## config.mk

```make
export PLATFORM = sky130hd
export DESIGN_NAME = tnes_ctrl
export DESIGN_NICKNAME = d
export VERILOG_FILES = /design/src/rtl/tnes_pkg.sv /design/src/rtl/tnes_ctrl.sv
export SDC_FILE = /design/constraint.sdc
export NUM_CORES = 1
export LEC_CHECK = 0
export BUFFER_PORTS_ARGS = -buffer_cell sky130_fd_sc_hd__buf_2
export CELL_PAD_IN_SITES_DETAIL_PLACEMENT = 0
export CELL_PAD_IN_SITES_GLOBAL_PLACEMENT = 1
export CORE_AREA = 5 5 42 44
export DETAILED_ROUTE_END_ITERATION = 10
export DIE_AREA = 0 0 47 49
export PLACE_DENSITY = 0.77
export SLEW_MARGIN = 0
export SYNTH_ARGS = -nofsm -noshare
export SYNTH_HDL_FRONTEND = slang
export SYNTH_SLANG_ARGS = --single-unit
```

## constraint.sdc

```tcl
create_clock -name clk_i -period 1.8 [get_ports clk_i]
set_input_delay 0.36 -clock clk_i [delete_from_list [all_inputs] [get_ports clk_i]]
set_output_delay 0.36 -clock clk_i [all_outputs]
set_load 0.02 [all_outputs]
```

## src/rtl/tnes_pkg.sv

```systemverilog
`timescale 1ns / 1ps
// ----------------------------------------------------------------------------
// tnes_pkg
// Shared types and constants of the note event scheduler: field widths,
// reset values, operation and register codes, controller/datapath bundles.
// ----------------------------------------------------------------------------
package tnes_pkg;

  localparam int EVENTS_PER_BANK_DEF = 16;
  localparam int PENDING_SLOTS_DEF   = 16;
  localparam int PAYLOAD_BITS_DEF    = 32;

  localparam int OP_W      = 2;
  localparam int CYCLE_W   = 24;
  localparam int STEP_W    = 16;
  localparam int TIME_W    = 24;
  localparam int ELAPSED_W = 25;
  localparam int REM_W     = 25;
  localparam int VALUE_W   = 32;
  localparam int CFG_IDX_W = 1;
  localparam int CFG_DAT_W = 24;

  localparam logic [CYCLE_W-1:0] CYCLE_LEN_RST = 24'd1000000;
  localparam logic [STEP_W-1:0]  TICK_STEP_RST = 16'd320;

  typedef enum logic [OP_W-1:0] {
    OP_LOAD  = 2'd0,
    OP_SWAP  = 2'd1,
    OP_TICK  = 2'd2,
    OP_FLUSH = 2'd3
  } op_e;

  typedef enum logic [CFG_IDX_W-1:0] {
    CFG_CYCLE_LEN = 1'b0,
    CFG_TICK_STEP = 1'b1
  } cfg_idx_e;

  // controller -> datapath
  typedef struct packed {
    logic accept;
    logic scan_ev;
    logic rank_step;
    logic emit;
    logic finish;
  } cmd_t;

  // datapath -> controller
  typedef struct packed {
    logic scan_due;
    logic rank_last;
    logic emit_hit;
  } sts_t;

endpackage

```

## src/rtl/tnes_ctrl.sv

```systemverilog
`timescale 1ns / 1ps
// ----------------------------------------------------------------------------
// tnes_ctrl
// Sequencer of the scheduler: takes requests, steps the datapath through
// the bank scan, pending ranking, off emission and the closing update.
// ----------------------------------------------------------------------------
module tnes_ctrl (
  input  logic                      clk_i,
  input  logic                      rst_ni,
  input  logic                      start,
  input  logic [tnes_pkg::OP_W-1:0] op_i,
  input  tnes_pkg::sts_t            sts_i,
  output logic                      busy,
  output tnes_pkg::cmd_t            cmd_o
);

  typedef enum logic [5:0] {
    ST_IDLE    = 6'b000001,
    ST_SCAN_RD = 6'b000010,
    ST_SCAN_EV = 6'b000100,
    ST_RANK    = 6'b001000,
    ST_EMIT    = 6'b010000,
    ST_FINISH  = 6'b100000
  } state_e;

  state_e state_q, state_d;
  logic   accept;

  assign accept = start && (state_q == ST_IDLE);
  assign busy   = (state_q != ST_IDLE);

  always_comb begin
    cmd_o           = '0;
    cmd_o.accept    = accept;
    cmd_o.scan_ev   = (state_q == ST_SCAN_EV);
    cmd_o.rank_step = (state_q == ST_RANK);
    cmd_o.emit      = (state_q == ST_EMIT);
    cmd_o.finish    = (state_q == ST_FINISH);
  end

  always_comb begin
    state_d = state_q;
    unique case (state_q)
      ST_IDLE: begin
        if (accept) begin
          unique case (tnes_pkg::op_e'(op_i))
            tnes_pkg::OP_TICK:  state_d = ST_SCAN_RD;
            tnes_pkg::OP_FLUSH: state_d = ST_RANK;
            default:            state_d = ST_IDLE;
          endcase
        end
      end
      ST_SCAN_RD: state_d = ST_SCAN_EV;
      ST_SCAN_EV: begin
        if (!sts_i.scan_due) state_d = ST_RANK;
      end
      ST_RANK: begin
        if (sts_i.rank_last) state_d = ST_EMIT;
      end
      ST_EMIT: begin
        if (!sts_i.emit_hit) state_d = ST_FINISH;
      end
      ST_FINISH: state_d = ST_IDLE;
      default:   state_d = ST_IDLE;
    endcase
  end

  always_ff @(posedge clk_i or negedge rst_ni) begin
    if (!rst_ni) begin
      state_q <= ST_IDLE;
    end else begin
      state_q <= state_d;
    end
  end

endmodule

```

[Word-level counts from Yosys, hierarchy flattened]
Cells that the tools add are included.
Operators by class
  reduce and logical (&&, ||, !) cells: 2
  mux-type cells: 6
  equality and inequality tests: 13
Operators by type and width (count)
  case mux 6 bit (5 select lines): 1
  two-way mux 6 bit: 4
  != test 2 bit, second input constant: 4
  case mux 4 bit (2 select lines): 1
  == test 6 x 1 -> 1 bit, second input constant: 1
  == test 6 x 2 -> 1 bit, second input constant: 1
  == test 6 x 3 -> 1 bit, second input constant: 1
  == test 6 x 4 -> 1 bit, second input constant: 1
  == test 6 x 5 -> 1 bit, second input constant: 1
  == test 6 bit, second input constant: 1
  != test 6 x 1 -> 1 bit, second input constant: 1
  == test 2 bit, second input constant: 2
  AND reduction 4 bit: 1
  logical AND 1 bit: 1
Storage, ports and cells
  word-level logic and storage cells: 22
  output and inout port bits: 6
  register bits: 6

[Logic depth before layout (Yosys ltp)]
Gate-level depths: netlist of the first run.
  depth after elaboration: 4
  mapped depth: 5
  depth with buffers taken out: 5

[Least setup slack after synthesis of the first run]
Ideal clock, no wire load.
  kind: register -> output
  start: reg state_q[1]
  end: out cmd_o[3] (netlist name)
  path slack: -0.083 ns
  arrival time: 1.523 ns
  required time: 1.440 ns
  cell stages (with the launch flop): 3
  path buffers: 0
  cell sequence: dfrtp_1 -> or4_4 -> nor3b_1
RTL lines
  start: declaration: RTL line tnes_ctrl.sv:26  | state_e state_q, state_d;
  start signal: assignment: RTL line tnes_ctrl.sv:72  | state_q <= state_d;
  end: declaration: RTL line tnes_ctrl.sv:14  | output tnes_pkg::cmd_t cmd_o

==> metrics list, run 1 <==
- The flow ran to the end, but the final reports show violations.
- Violated checks: setup timing
- For the pin with the worst max-slew slack, the measured transition is 0.249 ns.
* Cell Pwr Density: 718 mW/mm^2
- After synthesis, the share of flip-flops with an asynchronous set or reset is 100%.
- Number of storage elements in the synthesis netlist: 6
- Initial cell density of the core: a little over a quarter
- Broken down by cell family, the worst path's largest delay share belongs to simple AND/OR/NAND/NOR gates.
* Input/output buffers: 13
* Register with the most flip-flops: state_q
- Wire per inst: 12.7 um
* Clock tree from TritonCTS: done
- Startpoint class of the critical path: flip-flop
- Max Cap Violations: 0
- Number of DRC violations after detailed-routing iteration 0: 3
- The die covers 0.00230 mm^2.
- Weighted congestion at the end of routability-driven global placement: between 0.8 and 0.9
* Number of flops mapped to enable cells by yosys: 0
- Clk_skew: between 0.004 and 0.005 ns
- Cell Chain, Critical Path: or4_4 -> nor3b_2 -> buf_4
* Layout cells sized above 1: 54.3%
- Number of global-route vias before repair: between 300 and 400
- Count of final hold-check violations: 0
- The path class of the tightest hold or removal check is in -> reg.
- The total area inside the core boundary comes to 0.00140 mm^2.
* Sum of overflow across all layers after global routing: 0
- Measured in cells, the most critical reg-to-reg path has a length of 6.
- Slowest cell on the critical path: sky130_fd_sc_hd__or4_4
- Data on the critical path is required at its endpoint by 1.44 ns.
* Number of cells on the worst hold path: 2
- Across all setup checks in the final design, the least slack found is -0.147 ns.
- Mean cell area of the mapped netlist: about 9 um^2
* Maximum clock frequency: 514 MHz
- Crit path kind: reg -> out
* Count of nets after finishing: 79
- Final Setup Violations: 2
- Combined area of all synthesized cells: 379 um^2
* First-pass GRT wire length: 1.47 mm
- The routed design has 1.09 mm of wire.
- The synthesized design spends more area on one cell type than any other, namely sky130_fd_sc_hd__dfrtp_1.
- Total negative setup slack: -0.248 ns
* Top cells by area in the synthesized netlist: sky130_fd_sc_hd__dfrtp_1 33%, sky130_fd_sc_hd__dfstp_2 6.9%, sky130_fd_sc_hd__and3_1 6.6%, sky130_fd_sc_hd__nor2_1 5.0%, sky130_fd_sc_hd__nor3_1 4.0%
- Total routing resource utilization after global routing: 9.14%
- Instance count on the critical path: 3
- DRC violations left: 0
* Maximum number of pins on one net before global-route repair: 8
- Counting distinct cell types in the post-synthesis netlist gives 23.
- Once detail routing completed, the nets flagged for antenna violations numbered 0.
- The worst register-to-register path has a setup slack of around 0.16 ns.
- Die height: 49 um
- DIE WIDTH: 47 um
* Total via count after detailed routing: around 420
- Antenna violations before repair: 0
* RSZ-0062 raised after global routing: yes
* Antenna fix cells: 0
- The tree is rooted in a sky130_fd_sc_hd__clkbuf_4.
- In this run the count of I/O pins placed on the die edge is 14.
- Share of the synthesized area in the top cell type: 33.0%
- CP Buf/Inv Count: 1
- Biggest regs: state_q (6)
- After layout, the minimum clock period comes to 1.95 ns.
- After clock tree synthesis, the clock-pin slew on the worst setup and hold paths is 0.05 ns.
* Via density per instance: 4.84
- Final period utilization: 108%
* Peak fanout along the critical path: 3
* Worst-case headroom to the max-slew limit: 83.3%
* Floorplan row count: 14
- The register with the most flip-flops in the layout has 6 of them.
* Post-Syn Instances: 42
- Cell leakage power: 0.323 nW
- Synthesis produced a netlist with a net count of 50.
- The worst setup path is captured at an output port.
- In the synthesized netlist the dominant register cell turns out to be sky130_fd_sc_hd__dfrtp_1.
- In this run the number of H-tree levels came out at 1.
* Final Total Pwr: 466 uW
* Number of buffers created by CTS: 3
- Final count of pins violating max slew: 0
- At the placement stage, the worst setup path has a slack of roughly 0.11 ns.
* Yosys warning total: 0
- At the later pin of the worst-skew pair, clock insertion delay measures 0.24 ns.
- In this run the deepest clock path goes through 2 buffers.
- The area growth from synthesis to layout is 71.3%.
- At the worst endpoint, the arrival time is 1.59 ns.
* Worst IR drop on VDD: 0.581 mV
- The tree built by TritonCTS fans out to 6 sinks.
* First-pass iteration count of the detailed router: 3
* Seq/Total Area, Yosys: about two fifths
- For this run, the slowest stage of the critical path takes between 0.5 and 0.6 ns.
cell usage in the layout, fill, tap and decap left out, types with 2 or more instances in the layout:
cell | netlist | final
sky130_fd_sc_hd__and3_1 | 4 | 2
sky130_fd_sc_hd__nand2_1 | 4 | 4
sky130_fd_sc_hd__buf_2 | 0 | 8
sky130_fd_sc_hd__nor3_1 | 3 | 2
sky130_fd_sc_hd__and3_4 | 0 | 2
sky130_fd_sc_hd__inv_1 | 3 | 3
sky130_fd_sc_hd__clkbuf_4 | 0 | 3
sky130_fd_sc_hd__nor2_1 | 5 | 4
sky130_fd_sc_hd__buf_6 | 0 | 5
sky130_fd_sc_hd__buf_4 | 1 | 11
sky130_fd_sc_hd__dfrtp_1 | 5 | 5
sky130_fd_sc_hd__nand4_1 | 2 | 2
through the flow:
stage                     util, %  instances  hold slack, ns  instance area (um^2)
final                        46.3         86           0.309                   649
after global routing         46.3         86           0.299                   649
after CTS                    43.3         84           0.289                   607
after detailed placement     36.7         77           0.184                   514
after global placement       36.7         77           0.183                   514
after floorplan                 -         42          0.0644                   384
layout make-up:
cell class	instances	area, um^2
Clock buffer	4	26.3
Fill cell	137	752
Inverter	3	11.3
Multi-Input combinational cell	32	251
Sequential cell	6	151
Tap cell	16	20.0
Timing Repair Buffer	25	189
synth_stat cells, types with 2 or more instances:
library cell and n:
sky130_fd_sc_hd__inv_1 3, sky130_fd_sc_hd__nand4_1 2, sky130_fd_sc_hd__nand2_1 4, sky130_fd_sc_hd__nor2_1 5, sky130_fd_sc_hd__nor3_1 3, sky130_fd_sc_hd__and3_1 4, sky130_fd_sc_hd__dfrtp_1 5
logic make-up after synthesis:
logic type / synth area share (%)
xor gates and xnor gates: 2.31
DFF: 39.9
buffers and inverters: 4.95
and+or+nand+nor: 36.0
AOI/OAI and AO/OA: 14.2
muxes: 2.64
worst reg2reg max path, cell delays in order (launching register included):
cell                      delay (ns)
sky130_fd_sc_hd__dfstp_2        0.37
sky130_fd_sc_hd__or4_4          0.57
sky130_fd_sc_hd__nor3b_2        0.24
sky130_fd_sc_hd__buf_4          0.14
sky130_fd_sc_hd__buf_4          0.09
sky130_fd_sc_hd__inv_1          0.04
sky130_fd_sc_hd__o22ai_2        0.12
power breakdown:
group / internal (mW) / switching [mW] / total (mW)
clock: 0.0838 / 0.0467 / 0.131
sequential: 0.147 / 0.00861 / 0.156
combinational: 0.0921 / 0.0875 / 0.180
total: 0.323 / 0.143 / 0.466
what timing repair did:
item / CTS / global route
gates resized for setup: 11 / 7
endpoints found under the setup margin: 6 / 6
hold buffers: 1 / 0
buffers inserted: 2 / 3
cloned: 0 / 0
hold endpoints to repair: 5 / 0
pin swaps: 2 / 5
metal layers:
layer | vias to the layer above | global-route usage [%] | share of wire [%]
met5 | - | 0 | 0
met4 | 0 | 6.91 | 1.7
met3 | 2 | 1.11 | 3.4
met2 | 9 | 15.8 | 55
met1 | 196 | 9.19 | 40
li1 | 209 | - | -
path summary, 6_finish.rpt:
| kind | from | end |
|---|---|---|
| max | state_q[0] | cmd_o[2] |
| min | op_i[0] | state_q[1] |
| max reg2reg | state_q[0] | state_q[3] |
| min reg2reg | state_q[4] | state_q[0] |
| max in group asynchronous | rst_ni | state_q[0] |
| min in group asynchronous | rst_ni | state_q[4] |
(Power assumes the default switching activity.)
==> inputs of run 2 (changes only) <==
==> constraint.sdc (replaced) <==
create_clock -name clk_i -period 1.8 [get_ports clk_i]
set_input_delay 0.36 -clock clk_i [delete_from_list [all_inputs] [get_ports clk_i]]
set_output_delay 0.36 -clock clk_i [all_outputs]
set_load 0.1 [all_outputs]
==> run 2 against run 1 <==
The run still ends with setup timing left. Clock power decreased by 3%. Clock skew up 0.0022 ns. Combinational power grew 68%. Die area stayed put. Global-route usage down 0.92 points. Critical endpoint unchanged.
==> metrics list, run 2 (synthesized netlist as in run 1, its figures left out) <==
- The clock tree buffer depth was 2 (unchanged).
* Largest stage delay, worst path: 0.57 ns (about the same)
- The post-detailed-route count of antenna-violating nets came to 0 (unchanged).
- The die extent in x came to 47 um (unchanged).
- Least-Margin Pin Slew: 0.223 ns (-0.0262 ns)
- The cell area after layout is 697 um^2 (+7.3%).
- Number of I/O pins: 14 (unchanged)
- Worst-case headroom to the max-slew limit: 85.0% (+1.7 points)
- Startpoint class of the critical path: flip-flop
* Input/output buffers: 13 (unchanged)
- Clock Pin Slew Worst Setup and Hold Paths: 0.05 ns (about the same)
* Slowest cell on the critical path: sky130_fd_sc_hd__or4_4
* Clk_skew: 0.00687 ns (+0.00224 ns)
* Total routing resource utilization after global routing: 8.22% (-0.92 points)
- CTS placed an instance of sky130_fd_sc_hd__clkbuf_4 at the clock tree root.
* Weighted congestion at the end of routability-driven global placement: 0.770 (-13%)
- The worst-case setup margin in the final layout was -0.186 ns (-0.0388 ns).
- Counting flops per register, the top entry is state_q.
* Total negative setup slack: -0.368 ns (-0.120 ns)
* Final Setup Violations: 2 (unchanged)
- Commonest cells after routing, fill and taps aside: 10 x sky130_fd_sc_hd__buf_4, 7 x sky130_fd_sc_hd__buf_2, 6 x sky130_fd_sc_hd__buf_12
- Non-filler instance count after layout: 85 (-1.2%)
- The die outline height is 49 um (unchanged).
- The worst path buffer plus inverter count was 1 (unchanged).
- Worst IR drop on VDD: 0.490 mV (-16%)
- Wire per inst: 11.1 um (-13%)
- Crit path kind: reg -> out
* Floorplan row count: 14 (unchanged)
* Worst Path Arrival: 1.63 ns (+0.04 ns)
- Clock tree from TritonCTS: done
- The via count of the first global-routing pass came to 372 (-4.4%).
- Max FFs per register: 6 (unchanged)
- Critical path required time: 1.44 ns (about the same)
- The total wire length after detailed routing was 940 um (-14%).
* Cell leakage power: 0.320 nW (-0.99%)
* Area growth syn-to-layout: 83.8%
- The flow ran to the end, but the final reports show violations.
* Final Total Pwr: 583 uW (+25%)
- Walking the worst path, the cells encountered are or4_4 -> nor3b_4 -> buf_12.
- CTS Sinks: 6 (unchanged)
- Fill cell total of the finished layout: 147 (+7.3%)
* Via density per instance: 4.86 (+0.45%)
* Number of buffers created by CTS: 3 (unchanged)
- The largest fanout on the critical path came to 3 (unchanged).
- The largest net degree at the start of global routing is 8 (unchanged).
- Sum of overflow across all layers after global routing: 0 (unchanged)
- The iteration count of the initial detailed-routing pass came to 2 (-1).
- Max Cap Violations: 0 (unchanged)
- The count of final max-slew check failures is 0 (unchanged).
- The initial antenna violation count came to 0 (unchanged).
* Level count of the clock H-tree: 1 (unchanged)
- The power density over cell area came to 836 mW/mm^2 (+17%).
- Initial cell density of the core: 27.1% (unchanged)
- Post-layout minimum cycle time: 1.99 ns (+0.0388 ns)
- Finished Core Util: 49.7% (+3.4 points)
- Violated checks: setup timing
- The worst hold path belongs to the class in -> reg.
- DRC violations left: 0 (unchanged)
* Total via count after detailed routing: 413 (-0.72%)
* Clk Latency, worst-skew pair: 0.24 ns (about the same)
* Antenna fix cells: 0 (unchanged)
- The portion of the clock cycle consumed by the worst path in the final layout is 110% (+2.2 points).
* Critical path capture point type: output port
* Half-perimeter wire length after placement: 777 um
* Maximum clock frequency: 504 MHz (-2.0%)
* Post-placement cell count: 78 (+1.3%)
- Cell area after placement: 616 um^2 (+20%)
* Area inside the core boundary: 0.00140 mm^2 (unchanged)
* Number of DRC violations after detailed-routing iteration 0: 6 (+3)
- First-pass GRT wire length: 1.37 mm (-6.5%)
- Biggest regs: state_q (6)
- Count of nets after finishing: 78 (-1.3%)
- The fraction of layout cells with a size suffix above 1 was 56.5% (+2.2 points).
- Die ar.: 0.00230 mm^2 (unchanged)
* Setup slack on the worst flop-to-flop path: 0.17 ns (about the same)
* Most frequent standard cell in the layout excluding fill and tap cells: sky130_fd_sc_hd__buf_4
- The total count of hold-check failures in the final report was 0 (unchanged).
* RSZ-0062 raised after global routing: yes
- Top cell family by delay on the critical path: simple AND/OR/NAND/NOR gates
==> run 2: routing by layer <==
metal / share of wire, % / vias to the layer above / track usage, %
met2: 52 / 10 / 13.6
li1: - / 206 / -
met1: 41 / 197 / 8.97
met5: 0 / - / 0
met3: 6.9 / 0 / 0.369
met4: 0 / 0 / 6.91
==> run 2: path summary, 6_finish.rpt <==
| check | endpoint | startpoint | cells past startpoint |
|---|---|---|---|
| worst max-delay path | cmd_o[2] | state_q[0] | 3 |
| worst min-delay path | state_q[1] | op_i[0] | 2 |
| worst max register to register | state_q[3] | state_q[0] | 4 |
| worst min register to register | state_q[0] | state_q[1] | 2 |
| max in group asynchronous | state_q[0] | rst_ni | 2 |
| min in group asynchronous | state_q[3] | rst_ni | 2 |
==> run 2: stage by stage <==
| stage | hold slack [ns] | setup WS [ns] |
|---|---|---|
| after floorplan | 0.0644 | -0.409 |
| after global routing | 0.293 | -0.270 |
| final | 0.309 | -0.186 |
| after detailed placement | 0.184 | 0.0264 |
| after CTS | 0.296 | -0.214 |
| after global placement | 0.183 | 0.0422 |
==> run 2: cell type report <==
type	count	area, um^2	area share [%]
multi-input cells	32	244	35.0
flip-flops and latches	6	151	21.7
repair buffers	24	240	34.5
clock buffers	4	26.3	3.77
well taps	16	20.0	2.87
inverters	3	15.0	2.15
==> run 2: timing repair <==
item                                    CTS  global route
hold endpoints to repair                  5             0
resized for setup                         6             3
endpoints found under the setup margin    6             5
setup buffers                             0             2
pin swaps                                 4             2
hold buffers                              1             0
==> run 2: where the power goes <==
group | switching (mW) | internal (mW)
Sequential | 0.00597 | 0.147
Clock | 0.0434 | 0.0836
Combinational | 0.171 | 0.131
